## src/rtl/mpeg2_program_stream_demux_macros.svh

```systemverilog
// Assertion macros shared by the demux modules.
`ifndef MPEG2_PROGRAM_STREAM_DEMUX_MACROS_SVH
`define MPEG2_PROGRAM_STREAM_DEMUX_MACROS_SVH
// Assert that an antecedent implies a consequent on the same edge.
`define PSD_ASSERT_IMP(label, clk, rst_n, ante, cons, msg) \
	label: assert property (@(posedge clk) disable iff (!rst_n) (ante) |-> (cons)) \
		else $error(msg);
// Assert that an antecedent implies a consequent on the next edge.
`define PSD_ASSERT_NEXT(label, clk, rst_n, ante, cons, msg) \
	label: assert property (@(posedge clk) disable iff (!rst_n) (ante) |=> (cons)) \
		else $error(msg);
`endif

```

## src/rtl/psd_pkg.sv

```systemverilog
// Shared types and constants of the program stream demux.
package psd_pkg;
	typedef enum logic [3:0] {
		PH_BEGIN, PH_SCAN, PH_PACK, PH_STUFF, PH_PACK_CODE, PH_SYS, PH_SKIP, PH_CODE,
		PH_PAD_LEN, PH_PES_HDR, PH_PES_PTS, PH_PES_SKIP, PH_PAYLOAD, PH_STOPPED
	} phase_t;

	typedef enum logic [2:0] {
		K_PAYLOAD = 3'd0, K_SCR = 3'd1, K_PTS = 3'd2, K_ERROR = 3'd3, K_END = 3'd4
	} kind_t;

	typedef enum logic [2:0] {
		E_START = 3'd0, E_MPEG1 = 3'd1, E_MARKER = 3'd2, E_SCRAMBLED = 3'd3, E_LENGTH = 3'd4
	} err_t;

	typedef enum logic [1:0] {
		REG_STRICT = 2'd0, REG_FEN = 2'd1, REG_FID = 2'd2, REG_FMASK = 2'd3
	} reg_idx_t;

	typedef struct packed {
		logic [2:0]  kind;
		logic [7:0]  stream_id;
		logic [7:0]  data_byte;
		logic [32:0] ts_base;
		logic [8:0]  ts_ext;
		logic [2:0]  error_code;
		logic        last_of_packet;
	} result_t;

	typedef struct packed {
		logic strict_mode;
		logic filter_enable;
		logic [7:0] filter_id;
		logic [7:0] filter_mask;
	} cfg_t;

	localparam int QueueDepth = 4;
	localparam int CfgIdxW = 2;
	localparam int CfgDataW = 8;
	localparam logic [31:0] PackCode = 32'h0000_01BA;
	localparam logic [31:0] SystemCode = 32'h0000_01BB;
endpackage

```

## src/rtl/psd_if.sv

```systemverilog
// Valid/ready channel interfaces for bytes and results.
interface psd_byte_if;
	logic valid;
	logic ready;
	logic [7:0] in_byte;
	modport source (output valid, output in_byte, input ready);
	modport sink (input valid, input in_byte, output ready);
endinterface

interface psd_result_if;
	logic valid;
	logic ready;
	logic [2:0]  kind;
	logic [7:0]  stream_id;
	logic [7:0]  data_byte;
	logic [32:0] ts_base;
	logic [8:0]  ts_ext;
	logic [2:0]  error_code;
	logic        last_of_packet;
	modport source (output valid, output kind, output stream_id, output data_byte,
		output ts_base, output ts_ext, output error_code, output last_of_packet,
		input ready);
	modport sink (input valid, input kind, input stream_id, input data_byte,
		input ts_base, input ts_ext, input error_code, input last_of_packet,
		output ready);
endinterface

```

## src/rtl/psd_parser.sv

```systemverilog
// Front end: byte parser that classifies stream bytes into results.
`include "mpeg2_program_stream_demux_macros.svh"
module psd_parser (
	input  logic            clk,
	input  logic            arst_n,
	input  psd_pkg::cfg_t   cfg,
	input  logic            in_valid,
	output logic            in_ready,
	input  logic [7:0]      in_byte,
	input  logic            q_full,
	output logic            res_valid,
	output psd_pkg::result_t res
);
	psd_pkg::phase_t phase_q, phase_d;
	logic [31:0] shift_q, shift_d;
	logic [15:0] count_q, count_d;
	logic [15:0] rem_q, rem_d;
	logic [7:0]  hlen_q, hlen_d;
	logic [15:0] flags_q, flags_d;
	logic [7:0]  cur_id_q, cur_id_d;
	logic [41:0] stamp_q, stamp_d;
	logic        fire;
	logic [31:0] sh_in;
	logic [7:0]  b;
	logic [15:0] rem_dec;
	logic [7:0]  hlen_dec;
	logic [32:0] scr_base, pts_val;
	logic [8:0]  scr_ext;
	logic [2:0]  pack_err;
	logic [7:0]  id;
	logic        match, pts_flag;
	logic [16:0] need_len;
	logic [7:0]  need;
	logic [4:0]  c;

	assign in_ready = !q_full;
	assign fire = in_valid && in_ready;
	assign b = in_byte;
	assign sh_in = {shift_q[23:0], b};
	assign rem_dec = (rem_q != 16'd0) ? rem_q - 16'd1 : 16'd0;
	assign hlen_dec = (hlen_q != 8'd0) ? hlen_q - 8'd1 : 8'd0;

	// pack header fields: bytes 0..3 in shift, byte 4 in flags low, byte 5 is b
	always_comb begin
		scr_base = {shift_q[29:27], shift_q[25:16], shift_q[15:11], shift_q[9:8],
			shift_q[7:0], flags_q[7:3]};
		scr_ext = {flags_q[1:0], b[7:1]};
		if (!shift_q[26])
			pack_err = 3'd2;
		else if (shift_q[31:30] != 2'b01 || !shift_q[10] || !flags_q[2] || !b[0])
			pack_err = 3'd3;
		else
			pack_err = 3'd0;
		pts_val = {shift_q[27:25], shift_q[23:16], shift_q[15:9], shift_q[7:0], b[7:1]};
		c = {shift_q[29:28], shift_q[24], 2'b00};
		id = sh_in[7:0];
		match = cfg.filter_enable && (((id ^ cfg.filter_id) & cfg.filter_mask) == 8'd0);
		pts_flag = flags_q[7];
		need = pts_flag ? 8'd5 : 8'd0;
		need_len = 17'd3 + {9'd0, b};
	end

	always_comb begin
		phase_d = phase_q;
		shift_d = shift_q;
		count_d = count_q;
		rem_d = rem_q;
		hlen_d = hlen_q;
		flags_d = flags_q;
		cur_id_d = cur_id_q;
		stamp_d = stamp_q;
		res_valid = 1'b0;
		res = '0;
		if (fire) begin
			count_d = count_q + 16'd1;
			case (phase_q)
				psd_pkg::PH_BEGIN: begin
					shift_d = sh_in;
					if (count_q == 16'd3) begin
						if (sh_in == psd_pkg::PackCode) begin
							phase_d = psd_pkg::PH_PACK;
							count_d = '0;
						end else begin
							res_valid = 1'b1;
							res.kind = psd_pkg::K_ERROR;
							res.error_code = psd_pkg::E_START;
							phase_d = cfg.strict_mode ? psd_pkg::PH_STOPPED : psd_pkg::PH_SCAN;
							count_d = '0;
							if (!cfg.strict_mode) shift_d = '1;
						end
					end
				end
				psd_pkg::PH_SCAN: begin
					shift_d = sh_in;
					count_d = count_q;
					if (sh_in == psd_pkg::PackCode) begin
						phase_d = psd_pkg::PH_PACK;
						count_d = '0;
					end
				end
				psd_pkg::PH_PACK: begin
					if (count_q < 16'd4) shift_d = sh_in;
					else if (count_q == 16'd4) flags_d = {8'd0, b};
					else if (count_q == 16'd5) begin
						// latch the clock reference before the flags hold the verdict
						flags_d = {13'd0, pack_err};
						stamp_d = {scr_base, scr_ext};
					end else if (count_q >= 16'd9) begin
						count_d = '0;
						if (flags_q != 16'd0) begin
							res_valid = 1'b1;
							res.kind = psd_pkg::K_ERROR;
							res.error_code = 3'(flags_q - 16'd1);
							phase_d = cfg.strict_mode ? psd_pkg::PH_STOPPED : psd_pkg::PH_SCAN;
							if (!cfg.strict_mode) shift_d = '1;
						end else begin
							rem_d = {13'd0, b[2:0]};
							phase_d = (b[2:0] != 3'd0) ? psd_pkg::PH_STUFF
								: psd_pkg::PH_PACK_CODE;
							res_valid = 1'b1;
							res.kind = psd_pkg::K_SCR;
							res.ts_base = stamp_q[41:9];
							res.ts_ext = stamp_q[8:0];
						end
					end
				end
				psd_pkg::PH_STUFF, psd_pkg::PH_SKIP: begin
					count_d = count_q;
					rem_d = rem_dec;
					if (rem_dec == 16'd0) begin
						count_d = '0;
						phase_d = (phase_q == psd_pkg::PH_STUFF) ? psd_pkg::PH_PACK_CODE
							: psd_pkg::PH_CODE;
					end
				end
				psd_pkg::PH_PACK_CODE, psd_pkg::PH_CODE: begin
					shift_d = sh_in;
					if (count_q == 16'd3) begin
						count_d = '0;
						if (phase_q == psd_pkg::PH_PACK_CODE && sh_in == psd_pkg::SystemCode)
							phase_d = psd_pkg::PH_SYS;
						else if (sh_in[31:8] != 24'h000001 || !((id >= 8'hC0 && id <= 8'hEF)
							|| id == 8'hBD || id == 8'hB9 || id == 8'hBA || id == 8'hBC
							|| id == 8'hBE || id == 8'hBF || id == 8'hF0 || id == 8'hF1
							|| id == 8'hF2 || id == 8'hF8 || id == 8'hFF)) begin
							res_valid = 1'b1;
							res.kind = psd_pkg::K_ERROR;
							res.error_code = psd_pkg::E_START;
							phase_d = cfg.strict_mode ? psd_pkg::PH_STOPPED : psd_pkg::PH_SCAN;
							if (!cfg.strict_mode) shift_d = '1;
						end else if ((id >= 8'hC0 && id <= 8'hEF) || id == 8'hBD) begin
							cur_id_d = id;
							phase_d = match ? psd_pkg::PH_PES_HDR : psd_pkg::PH_PAD_LEN;
						end else if (id == 8'hB9) begin
							if (cfg.strict_mode) begin
								phase_d = psd_pkg::PH_STOPPED;
								res_valid = 1'b1;
								res.kind = psd_pkg::K_END;
							end else begin
								phase_d = psd_pkg::PH_SCAN;
								shift_d = '1;
							end
						end else if (id == 8'hBA)
							phase_d = psd_pkg::PH_PACK;
						else
							phase_d = psd_pkg::PH_PAD_LEN;
					end
				end
				psd_pkg::PH_SYS: begin
					if (count_q == 16'd0) rem_d = {8'd0, b};
					else if (count_q == 16'd1) rem_d = {rem_q[7:0], b};
					else if (count_q == 16'd2) flags_d = {b, 8'd0};
					else if (count_q == 16'd4) flags_d = {flags_q[15:8], b};
					else if (count_q >= 16'd7) begin
						count_d = '0;
						if (!flags_q[15] || !flags_q[0] || rem_q < 16'd6) begin
							res_valid = 1'b1;
							res.kind = psd_pkg::K_ERROR;
							res.error_code = (!flags_q[15] || !flags_q[0]) ? psd_pkg::E_MARKER
								: psd_pkg::E_LENGTH;
							phase_d = cfg.strict_mode ? psd_pkg::PH_STOPPED : psd_pkg::PH_SCAN;
							if (!cfg.strict_mode) shift_d = '1;
						end else begin
							rem_d = rem_q - 16'd6;
							phase_d = (rem_q != 16'd6) ? psd_pkg::PH_SKIP : psd_pkg::PH_CODE;
						end
					end
				end
				psd_pkg::PH_PAD_LEN: begin
					if (count_q == 16'd0) rem_d = {8'd0, b};
					else begin
						rem_d = {rem_q[7:0], b};
						count_d = '0;
						phase_d = ({rem_q[7:0], b} != 16'd0) ? psd_pkg::PH_SKIP
							: psd_pkg::PH_CODE;
					end
				end
				psd_pkg::PH_PES_HDR: begin
					if (count_q == 16'd0) rem_d = {8'd0, b};
					else if (count_q == 16'd1) rem_d = {rem_q[7:0], b};
					else if (count_q == 16'd2) flags_d = {b, 8'd0};
					else if (count_q == 16'd3) flags_d = {flags_q[15:8], b};
					else begin
						count_d = '0;
						hlen_d = b;
						if (flags_q[15:14] != 2'b10 || flags_q[13:12] != 2'b00
							|| b < need || {1'b0, rem_q} < need_len) begin
							res_valid = 1'b1;
							res.kind = psd_pkg::K_ERROR;
							res.error_code = (flags_q[15:14] != 2'b10) ? psd_pkg::E_MARKER
								: (flags_q[13:12] != 2'b00) ? psd_pkg::E_SCRAMBLED
								: psd_pkg::E_LENGTH;
							phase_d = cfg.strict_mode ? psd_pkg::PH_STOPPED : psd_pkg::PH_SCAN;
							if (!cfg.strict_mode) shift_d = '1;
						end else begin
							rem_d = 16'(({1'b0, rem_q} - need_len));
							hlen_d = b - need;
							if (pts_flag) phase_d = psd_pkg::PH_PES_PTS;
							else if (b != 8'd0) phase_d = psd_pkg::PH_PES_SKIP;
							else phase_d = (16'(({1'b0, rem_q} - need_len)) != 16'd0)
								? psd_pkg::PH_PAYLOAD : psd_pkg::PH_CODE;
						end
					end
				end
				psd_pkg::PH_PES_PTS: begin
					if (count_q < 16'd4) shift_d = sh_in;
					else begin
						count_d = '0;
						res_valid = 1'b1;
						// prefix nibble must read 0010 or 0011 under mask 0x31
						if (!(c == 5'b10100 || c == 5'b11100)
							|| !shift_q[8] || !b[0]) begin
							res.kind = psd_pkg::K_ERROR;
							res.error_code = psd_pkg::E_MARKER;
							phase_d = cfg.strict_mode ? psd_pkg::PH_STOPPED : psd_pkg::PH_SCAN;
							if (!cfg.strict_mode) shift_d = '1;
						end else begin
							res.kind = psd_pkg::K_PTS;
							res.stream_id = cur_id_q;
							res.ts_base = pts_val;
							if (hlen_q != 8'd0) phase_d = psd_pkg::PH_PES_SKIP;
							else phase_d = (rem_q != 16'd0) ? psd_pkg::PH_PAYLOAD
								: psd_pkg::PH_CODE;
						end
					end
				end
				psd_pkg::PH_PES_SKIP: begin
					count_d = count_q;
					hlen_d = hlen_dec;
					if (hlen_dec == 8'd0) begin
						count_d = '0;
						phase_d = (rem_q != 16'd0) ? psd_pkg::PH_PAYLOAD : psd_pkg::PH_CODE;
					end
				end
				psd_pkg::PH_PAYLOAD: begin
					count_d = count_q;
					rem_d = rem_dec;
					res_valid = 1'b1;
					res.kind = psd_pkg::K_PAYLOAD;
					res.stream_id = cur_id_q;
					res.data_byte = b;
					res.last_of_packet = (rem_dec == 16'd0);
					if (rem_dec == 16'd0) begin
						count_d = '0;
						phase_d = psd_pkg::PH_CODE;
					end
				end
				default: count_d = count_q;
			endcase
		end
	end

	always_ff @(posedge clk or negedge arst_n) begin
		if (!arst_n) begin
			phase_q <= psd_pkg::PH_BEGIN;
			shift_q <= '1;
			count_q <= '0;
			rem_q <= '0;
			hlen_q <= '0;
			flags_q <= '0;
			cur_id_q <= '0;
			stamp_q <= '0;
		end else begin
			phase_q <= phase_d;
			shift_q <= shift_d;
			count_q <= count_d;
			rem_q <= rem_d;
			hlen_q <= hlen_d;
			flags_q <= flags_d;
			cur_id_q <= cur_id_d;
			stamp_q <= stamp_d;
		end
	end

	`PSD_ASSERT_NEXT(a_stop_holds, clk, arst_n, phase_q == psd_pkg::PH_STOPPED,
		phase_q == psd_pkg::PH_STOPPED, "stopped state left before reset")
	`PSD_ASSERT_IMP(a_no_res_stopped, clk, arst_n, phase_q == psd_pkg::PH_STOPPED,
		!res_valid, "result produced while stopped")
	`PSD_ASSERT_IMP(a_no_push_full, clk, arst_n, q_full, !res_valid,
		"result produced while queue full")
endmodule

```

## src/rtl/psd_queue.sv

```systemverilog
// Result queue between the parser and the output port.
`include "mpeg2_program_stream_demux_macros.svh"
module psd_queue #(
	parameter int Depth = psd_pkg::QueueDepth
) (
	input  logic             clk,
	input  logic             arst_n,
	input  logic             push,
	input  psd_pkg::result_t push_data,
	output logic             full,
	output logic             out_valid,
	input  logic             out_ready,
	output psd_pkg::result_t out_data
);
	localparam int AW = (Depth > 1) ? $clog2(Depth) : 1;
	psd_pkg::result_t mem_q [Depth];
	logic [AW-1:0] wr_q, rd_q;
	logic [AW:0]   cnt_q;
	logic pop;

	assign full = (cnt_q == (AW+1)'(Depth));
	assign out_valid = (cnt_q != '0);
	assign pop = out_valid && out_ready;
	assign out_data = mem_q[rd_q];

	always_ff @(posedge clk) begin
		if (push) mem_q[wr_q] <= push_data;
	end

	always_ff @(posedge clk or negedge arst_n) begin
		if (!arst_n) begin
			wr_q <= '0;
			rd_q <= '0;
			cnt_q <= '0;
		end else begin
			if (push) wr_q <= (wr_q == AW'(Depth - 1)) ? '0 : wr_q + AW'(1);
			if (pop) rd_q <= (rd_q == AW'(Depth - 1)) ? '0 : rd_q + AW'(1);
			cnt_q <= cnt_q + (AW+1)'(push) - (AW+1)'(pop);
		end
	end

	`PSD_ASSERT_IMP(a_no_overflow, clk, arst_n, full, !push, "push into full queue")
	`PSD_ASSERT_IMP(a_cnt_range, clk, arst_n, 1'b1, cnt_q <= (AW+1)'(Depth),
		"queue count out of range")
endmodule

```

## src/rtl/mpeg2_program_stream_demux.sv

```systemverilog
// Top level of the MPEG-2 program stream demux.
//
// Channels: "bytes" carries the program stream one byte per item; "results"
// carries payload bytes, SCR and PTS stamps, errors and end of stream.
// A plain write port (cfg_we, cfg_idx, cfg_data) sets strict mode and the
// stream filter; write it only while the block is idle.
// Throughput: one byte per cycle while the queue has space. The parser classifies a
// byte in the cycle it is accepted and pushes at most one result into a small queue.
// A result passes through the queue registers before it reaches the output.
// When the receiver stalls the queue absorbs up to QueueDepth results; once
// full, the byte channel drops ready and holds until space frees up.
// Reset: asynchronous, active low; the parser expects the stream to open with a pack code,
// the queue empties and the registers take their default values.
// Strict mode stops the block on an error or end code until the next reset.
module mpeg2_program_stream_demux #(
	parameter int QueueDepth = psd_pkg::QueueDepth
) (
	input  logic clk,
	input  logic arst_n,
	psd_byte_if.sink     bytes,
	psd_result_if.source results,
	input  logic                          cfg_we,
	input  logic [psd_pkg::CfgIdxW-1:0]   cfg_idx,
	input  logic [psd_pkg::CfgDataW-1:0]  cfg_data
);
	psd_pkg::cfg_t cfg_q;
	psd_pkg::result_t res, qout;
	logic res_valid, q_full;

	// hold the configuration registers
	always_ff @(posedge clk or negedge arst_n) begin
		if (!arst_n) begin
			cfg_q.strict_mode <= 1'b0;
			cfg_q.filter_enable <= 1'b1;
			cfg_q.filter_id <= 8'hE0;
			cfg_q.filter_mask <= 8'hFF;
		end else if (cfg_we) begin
			case (cfg_idx)
				psd_pkg::REG_STRICT: cfg_q.strict_mode <= cfg_data[0];
				psd_pkg::REG_FEN:    cfg_q.filter_enable <= cfg_data[0];
				psd_pkg::REG_FID:    cfg_q.filter_id <= cfg_data;
				psd_pkg::REG_FMASK:  cfg_q.filter_mask <= cfg_data;
				default: ;
			endcase
		end
	end

	// front: parse and classify
	psd_parser u_parser (
		.clk, .arst_n, .cfg(cfg_q),
		.in_valid(bytes.valid), .in_ready(bytes.ready), .in_byte(bytes.in_byte),
		.q_full, .res_valid, .res
	);

	// back: queue results toward the receiver
	psd_queue #(.Depth(QueueDepth)) u_queue (
		.clk, .arst_n, .push(res_valid), .push_data(res), .full(q_full),
		.out_valid(results.valid), .out_ready(results.ready), .out_data(qout)
	);

	assign results.kind = qout.kind;
	assign results.stream_id = qout.stream_id;
	assign results.data_byte = qout.data_byte;
	assign results.ts_base = qout.ts_base;
	assign results.ts_ext = qout.ts_ext;
	assign results.error_code = qout.error_code;
	assign results.last_of_packet = qout.last_of_packet;
endmodule

```

## src/flat_wrapper.sv

```systemverilog
// flat-port wrapper written by rule: the top's interface ports become plain ports
module mpeg2_program_stream_demux_flat 
#(
	parameter int QueueDepth = psd_pkg::QueueDepth
)
  (clk, arst_n, cfg_we, cfg_idx, cfg_data, bytes_valid, bytes_in_byte, bytes_ready, results_valid, results_kind, results_stream_id, results_data_byte, results_ts_base, results_ts_ext, results_error_code, results_last_of_packet, results_ready);
  psd_byte_if bytes_i ();
  psd_result_if results_i ();
  input  logic clk;
  input  logic arst_n;
  input  logic cfg_we;
  input  logic [psd_pkg::CfgIdxW-1:0] cfg_idx;
  input  logic [psd_pkg::CfgDataW-1:0] cfg_data;
  input wire logic [$bits(bytes_i.valid)-1:0] bytes_valid;
  input wire logic [$bits(bytes_i.in_byte)-1:0] bytes_in_byte;
  output wire logic [$bits(bytes_i.ready)-1:0] bytes_ready;
  output wire logic [$bits(results_i.valid)-1:0] results_valid;
  output wire logic [$bits(results_i.kind)-1:0] results_kind;
  output wire logic [$bits(results_i.stream_id)-1:0] results_stream_id;
  output wire logic [$bits(results_i.data_byte)-1:0] results_data_byte;
  output wire logic [$bits(results_i.ts_base)-1:0] results_ts_base;
  output wire logic [$bits(results_i.ts_ext)-1:0] results_ts_ext;
  output wire logic [$bits(results_i.error_code)-1:0] results_error_code;
  output wire logic [$bits(results_i.last_of_packet)-1:0] results_last_of_packet;
  input wire logic [$bits(results_i.ready)-1:0] results_ready;
  assign bytes_i.valid = bytes_valid;
  assign bytes_i.in_byte = bytes_in_byte;
  assign bytes_ready = bytes_i.ready;
  assign results_valid = results_i.valid;
  assign results_kind = results_i.kind;
  assign results_stream_id = results_i.stream_id;
  assign results_data_byte = results_i.data_byte;
  assign results_ts_base = results_i.ts_base;
  assign results_ts_ext = results_i.ts_ext;
  assign results_error_code = results_i.error_code;
  assign results_last_of_packet = results_i.last_of_packet;
  assign results_i.ready = results_ready;
  mpeg2_program_stream_demux #(.QueueDepth(QueueDepth)) u_core (.clk(clk), .arst_n(arst_n), .bytes(bytes_i), .results(results_i), .cfg_we(cfg_we), .cfg_idx(cfg_idx), .cfg_data(cfg_data));
endmodule
```

## config.mk

```make
export PLATFORM = sky130hd
export DESIGN_NAME = mpeg2_program_stream_demux_flat
export DESIGN_NICKNAME = d
export VERILOG_FILES = /design/src/rtl/psd_pkg.sv /design/src/rtl/psd_if.sv /design/src/rtl/psd_parser.sv /design/src/rtl/psd_queue.sv /design/src/rtl/mpeg2_program_stream_demux.sv /design/src/flat_wrapper.sv
export VERILOG_INCLUDE_DIRS = /design/src /design/src/rtl
export SDC_FILE = /design/constraint.sdc
export NUM_CORES = 1
export LEC_CHECK = 0
export CELL_PAD_IN_SITES_DETAIL_PLACEMENT = 0
export CELL_PAD_IN_SITES_GLOBAL_PLACEMENT = 1
export CORE_MARGIN = 3
export CORE_UTILIZATION = 40
export CTS_CLUSTER_DIAMETER = 80
export DETAILED_ROUTE_END_ITERATION = 8
export DONT_BUFFER_PORTS = 1
export GPL_TIMING_DRIVEN = 0
export PLACE_DENSITY = 0.62
export SYNTH_ARGS = -nofsm -noshare
export SYNTH_HDL_FRONTEND = slang
export SYNTH_SLANG_ARGS = --single-unit
```

## constraint.sdc

```tcl
create_clock -name clk -period 11.3 [get_ports clk]
set_input_delay 3.39 -clock clk [delete_from_list [all_inputs] [get_ports clk]]
set_output_delay 3.39 -clock clk [all_outputs]
set_load 0.03 [all_outputs]
```

==> run_results.csv <==
group,metric,value,unit
status,status,"completed",
global_route,grt_pass1_wl,103000,um
setup_path,rr_endpoint,"u_core.u_parser.phase_q[1]",
routing,first_pass_iters,6,
synthesis,yosysSeqAreaShare,0.550,
hold_path,whs_path_depth,1,
placement,post-place-ws,1.96,ns
setup_path,path_delay_family,"compound AO/OA/AOI/OAI gates",
setup_path,crit_buf_inv,6,
synthesis,syn_area_per_cell,12.2,um2
synthesis,ys.flop_type,"edfxtp_1",
layout,drive_above_1_share,0.172,
cts,cts_tree,"built",
sta,rsz0062_at_grt,"no",
power,combinationalPowerShare,0.422,
layout,nNetsFinal,1910,
global_route,grt_pass1_vias,15800,
global_route,antenna_found_initial,0,
routing,drc_errors,0,
routing,drt-initial-drc-count,1590,
setup_path,rr_startpoint,"u_core.u_parser.rem_q[2]",
power,irDropWorstVdd,0.116,mV
setup_path,crit_type,"in -> reg",
setup_path,cpPeakStageDelay,0.75,ns
placement,numPortBuffers,0,
power,power.density,267,mW/mm2
sta,period_share,0.774,
setup_path,crit_chain,"clkbuf_1, clkbuf_1, o2111ai_1, nor2_1, xnor2_1, ha_1, clkbuf_1, nand3_1, a211oi_1, o31ai_1, a21oi_2, o22a_1, a32oi_2, inv_1, ha_1, inv_1, ha_1, inv_1, fa_1, xnor2_1, xnor2_1",
floorplan,die_x,240,um
setup_path,cp.required,11.78,ns
setup_path,cp-start-kind,"primary input",
synthesis,synth_cells,1791,
global_route,grt_max_degree,168,
placement,gp_congestion,0.951,
synthesis,async_reset_ff_frac,0.391,
floorplan,io_pins,90,
layout,final_cell_mix,"edfxtp_1 (260), nor2_1 (129), dfrtp_1 (123), a21oi_1 (102), nand2_1 (94)",
cts,cts_setup_buffers,0,
cts,clk_latency,0.61,ns
synthesis,netlist_area,0.0219,mm2
power,switching_share,0.419,
power,switchingPower,2.76,mW
floorplan,core_area,0.0540,mm2
routing,ant_nets,0,
sta,fin_crit,8.75,ns
sta,worstMarginPinSlew,1.34,ns
routing,via_count,15900,
cts,cts_inserted_buffers,49,
placement,hpwlAfterDp,47600,um
hold_path,hp-class,"reg -> reg",
synthesis,ys_top_cells_by_area,"edfxtp_1 (36%), dfrtp_1 (14%), mux4_2 (6.7%)",
cts,clock_sinks,427,
setup_path,critical_path_arrival,9.22,ns
sta,report.final.hold_viol_count,0,
cts,max-clock-path-buffers,3,
hold_path,hold_path.startpoint,"u_core.u_parser.cur_id_q[7]",
synthesis,ys_types,91,
cts,cts_root_buffer,"clkbuf_16",
layout,multiInputGateArea,0.00920,mm2
sta,fin_ws,2.55,ns
routing,totalWireLength,68100,um
floorplan,die-area,0.0576,mm2
layout,stdcell_count,2584,
sta,tns,0,ns
global_route,overflow,0,
cts,post_cts_resized,0,
floorplan,start_util,0.405,
global_route,track_usage,0.236,
setup_path,r2r_cells,11,
routing,vias_per_cell,6.15,
cts,cts_hold_buf,0,
power,intPower,3.82,mW
hold_path,worstHoldEndpoint,"u_core.u_parser.cur_id_q[7]",
synthesis,syn_nets,1854,
synthesis,yosysTopAreaCellShare,0.356,
layout,antennaDiodeCount,0,
floorplan,dieHeight,240,um
floorplan,rows,85,
cts,htree_levels,2,
layout,fill_cells,4954,
sta,drv_slew,0,
sta,fin_worst_skew,0.0320,ns
power,p_clk_frac,0.255,
sta,setup_viol_count_final,0,
cts,clk_pin_slew,0.06,ns
power,leakage,8.78,nW
synthesis,netlist.top_cell.by_area,"edfxtp_1",
synthesis,yosys_warnings,0,
setup_path,cp_slowest_cell,"clkbuf_1",
layout,regArea,0.0120,mm2
layout,final_common_cell,"edfxtp_1",
run,drv_cap,0,
setup_path,r2r_slack,6.50,ns
sta,slew_headroom,0.0983,
synthesis,synth-seq-cells,427,
synthesis,synth_edf_count,260,
sta,fmax,114,MHz
layout,area_growth,12.4,%
setup_path,path_max_fanout,10,
placement,place_inst,2492,
power,power_frac_seq,0.323,
routing,wl_per_cell,26.4,um
setup_path,endpoint_kind,"flip-flop",
Yosys cell counts, types with 15 or more instances:
cell      instances
edfxtp_1        260
nor2_1          129
dfrtp_1         123
a21oi_1         102
nand2_1          94
o21ai_0          93
clkbuf_1         81
mux2_2           80
mux4_2           65
inv_1            58
dfstp_2          44
a22oi_1          42
ha_1             38
nand3_1          38
nor3_1           30
and3_1           23
nand2b_1         23
xor2_1           23
a211oi_1         22
and2_1           22
nor4_1           22
o32a_1           22
a31oi_1          20
mux2i_1          20
nand4_1          19
a221oi_1         18
or4_1            17
xnor2_1          15
power by group through the flow:
stage	registers (mW)	clock network (mW)	logic [mW]
3_5_place_dp	2.15	0	2.75
2_1_floorplan	2.03	0	2.04
6_report	2.13	1.68	2.78
5_1_grt	2.15	1.78	3.00
4_1_cts	2.12	1.72	2.76
3_3_place_gp	2.15	0	2.75
kinds of logic (layout without fill, tap and decap cells):
group | Yosys count | in the layout | share of synthesized area
multiplexers | 166 | 166 | 0.118
AND/OR/NAND/NOR | 492 | 492 | 0.120
AO/OA/AOI/OAI | 458 | 458 | 0.143
flip-flops | 427 | 427 | 0.550
XOR/XNOR | 38 | 38 | 0.0152
adder cells (fa/ha/maj) | 40 | 40 | 0.0235
buffers and inverters | 170 | 267 | 0.0310
state kept, by name (all words and copies together), names as in the netlist:
signal	flops
u_core.u_parser.rem_q	16
u_core.cfg_q	18
u_core.u_parser.flags_q	16
u_core.u_parser.hlen_q	8
u_core.u_parser.stamp_q	42
u_core.u_queue.cnt_q	3
u_core.u_parser.shift_q	32
u_core.u_queue.mem_q	260
u_core.u_parser.count_q	16
u_core.u_parser.phase_q	4
u_core.u_queue.wr_q	2
u_core.u_queue.rd_q	2
u_core.u_parser.cur_id_q	8
stage by stage:
stage / utilization / instance area, um2 / hold slack, ns / power (mW)
after detailed placement: 0.424 / 22900 / 0.450 / 4.90
after global routing: 0.456 / 24600 / 0.471 / 6.93
final: 0.456 / 24600 / 0.466 / 6.58
after floorplan: - / 21900 / 0.425 / 4.07
after CTS: 0.456 / 24600 / 0.465 / 6.59
after global placement: 0.422 / 22800 / 0.445 / 4.89
layer usage:
layer,share of wire,track usage
met4,0.026,0.0643
met2,0.45,0.358
met3,0.066,0.0435
met5,0,0
met1,0.46,0.350
how the worst max path moves through the flow:
stage,endpoint,slack (ns),startpoint,cells past startpoint
6_report,u_core.u_queue.cnt_q[2],2.55,bytes_in_byte[3],21
3_5_place_dp,u_core.u_queue.cnt_q[2],1.96,bytes_in_byte[0],21
3_3_place_gp,u_core.u_queue.mem_q[0][27],0.07,bytes_in_byte[0],14
5_1_grt,u_core.u_queue.cnt_q[2],2.11,bytes_in_byte[3],21
2_1_floorplan,u_core.u_queue.mem_q[0][0],3.23,bytes_in_byte[0],14
4_1_cts,u_core.u_queue.cnt_q[2],2.57,bytes_in_byte[3],21
area by class of cell:
type | count | share of cell area
buffer | 112 | 0.0187
clock buffer | 66 | 0.0553
clock inverter | 26 | 0.0141
inverter | 58 | 0.00884
multi-input combinational | 1194 | 0.374
sequential | 427 | 0.489
tap | 696 | 0.0354
timing repair buffer | 5 | 0.00478
Power figures use the tool's default switching activity.
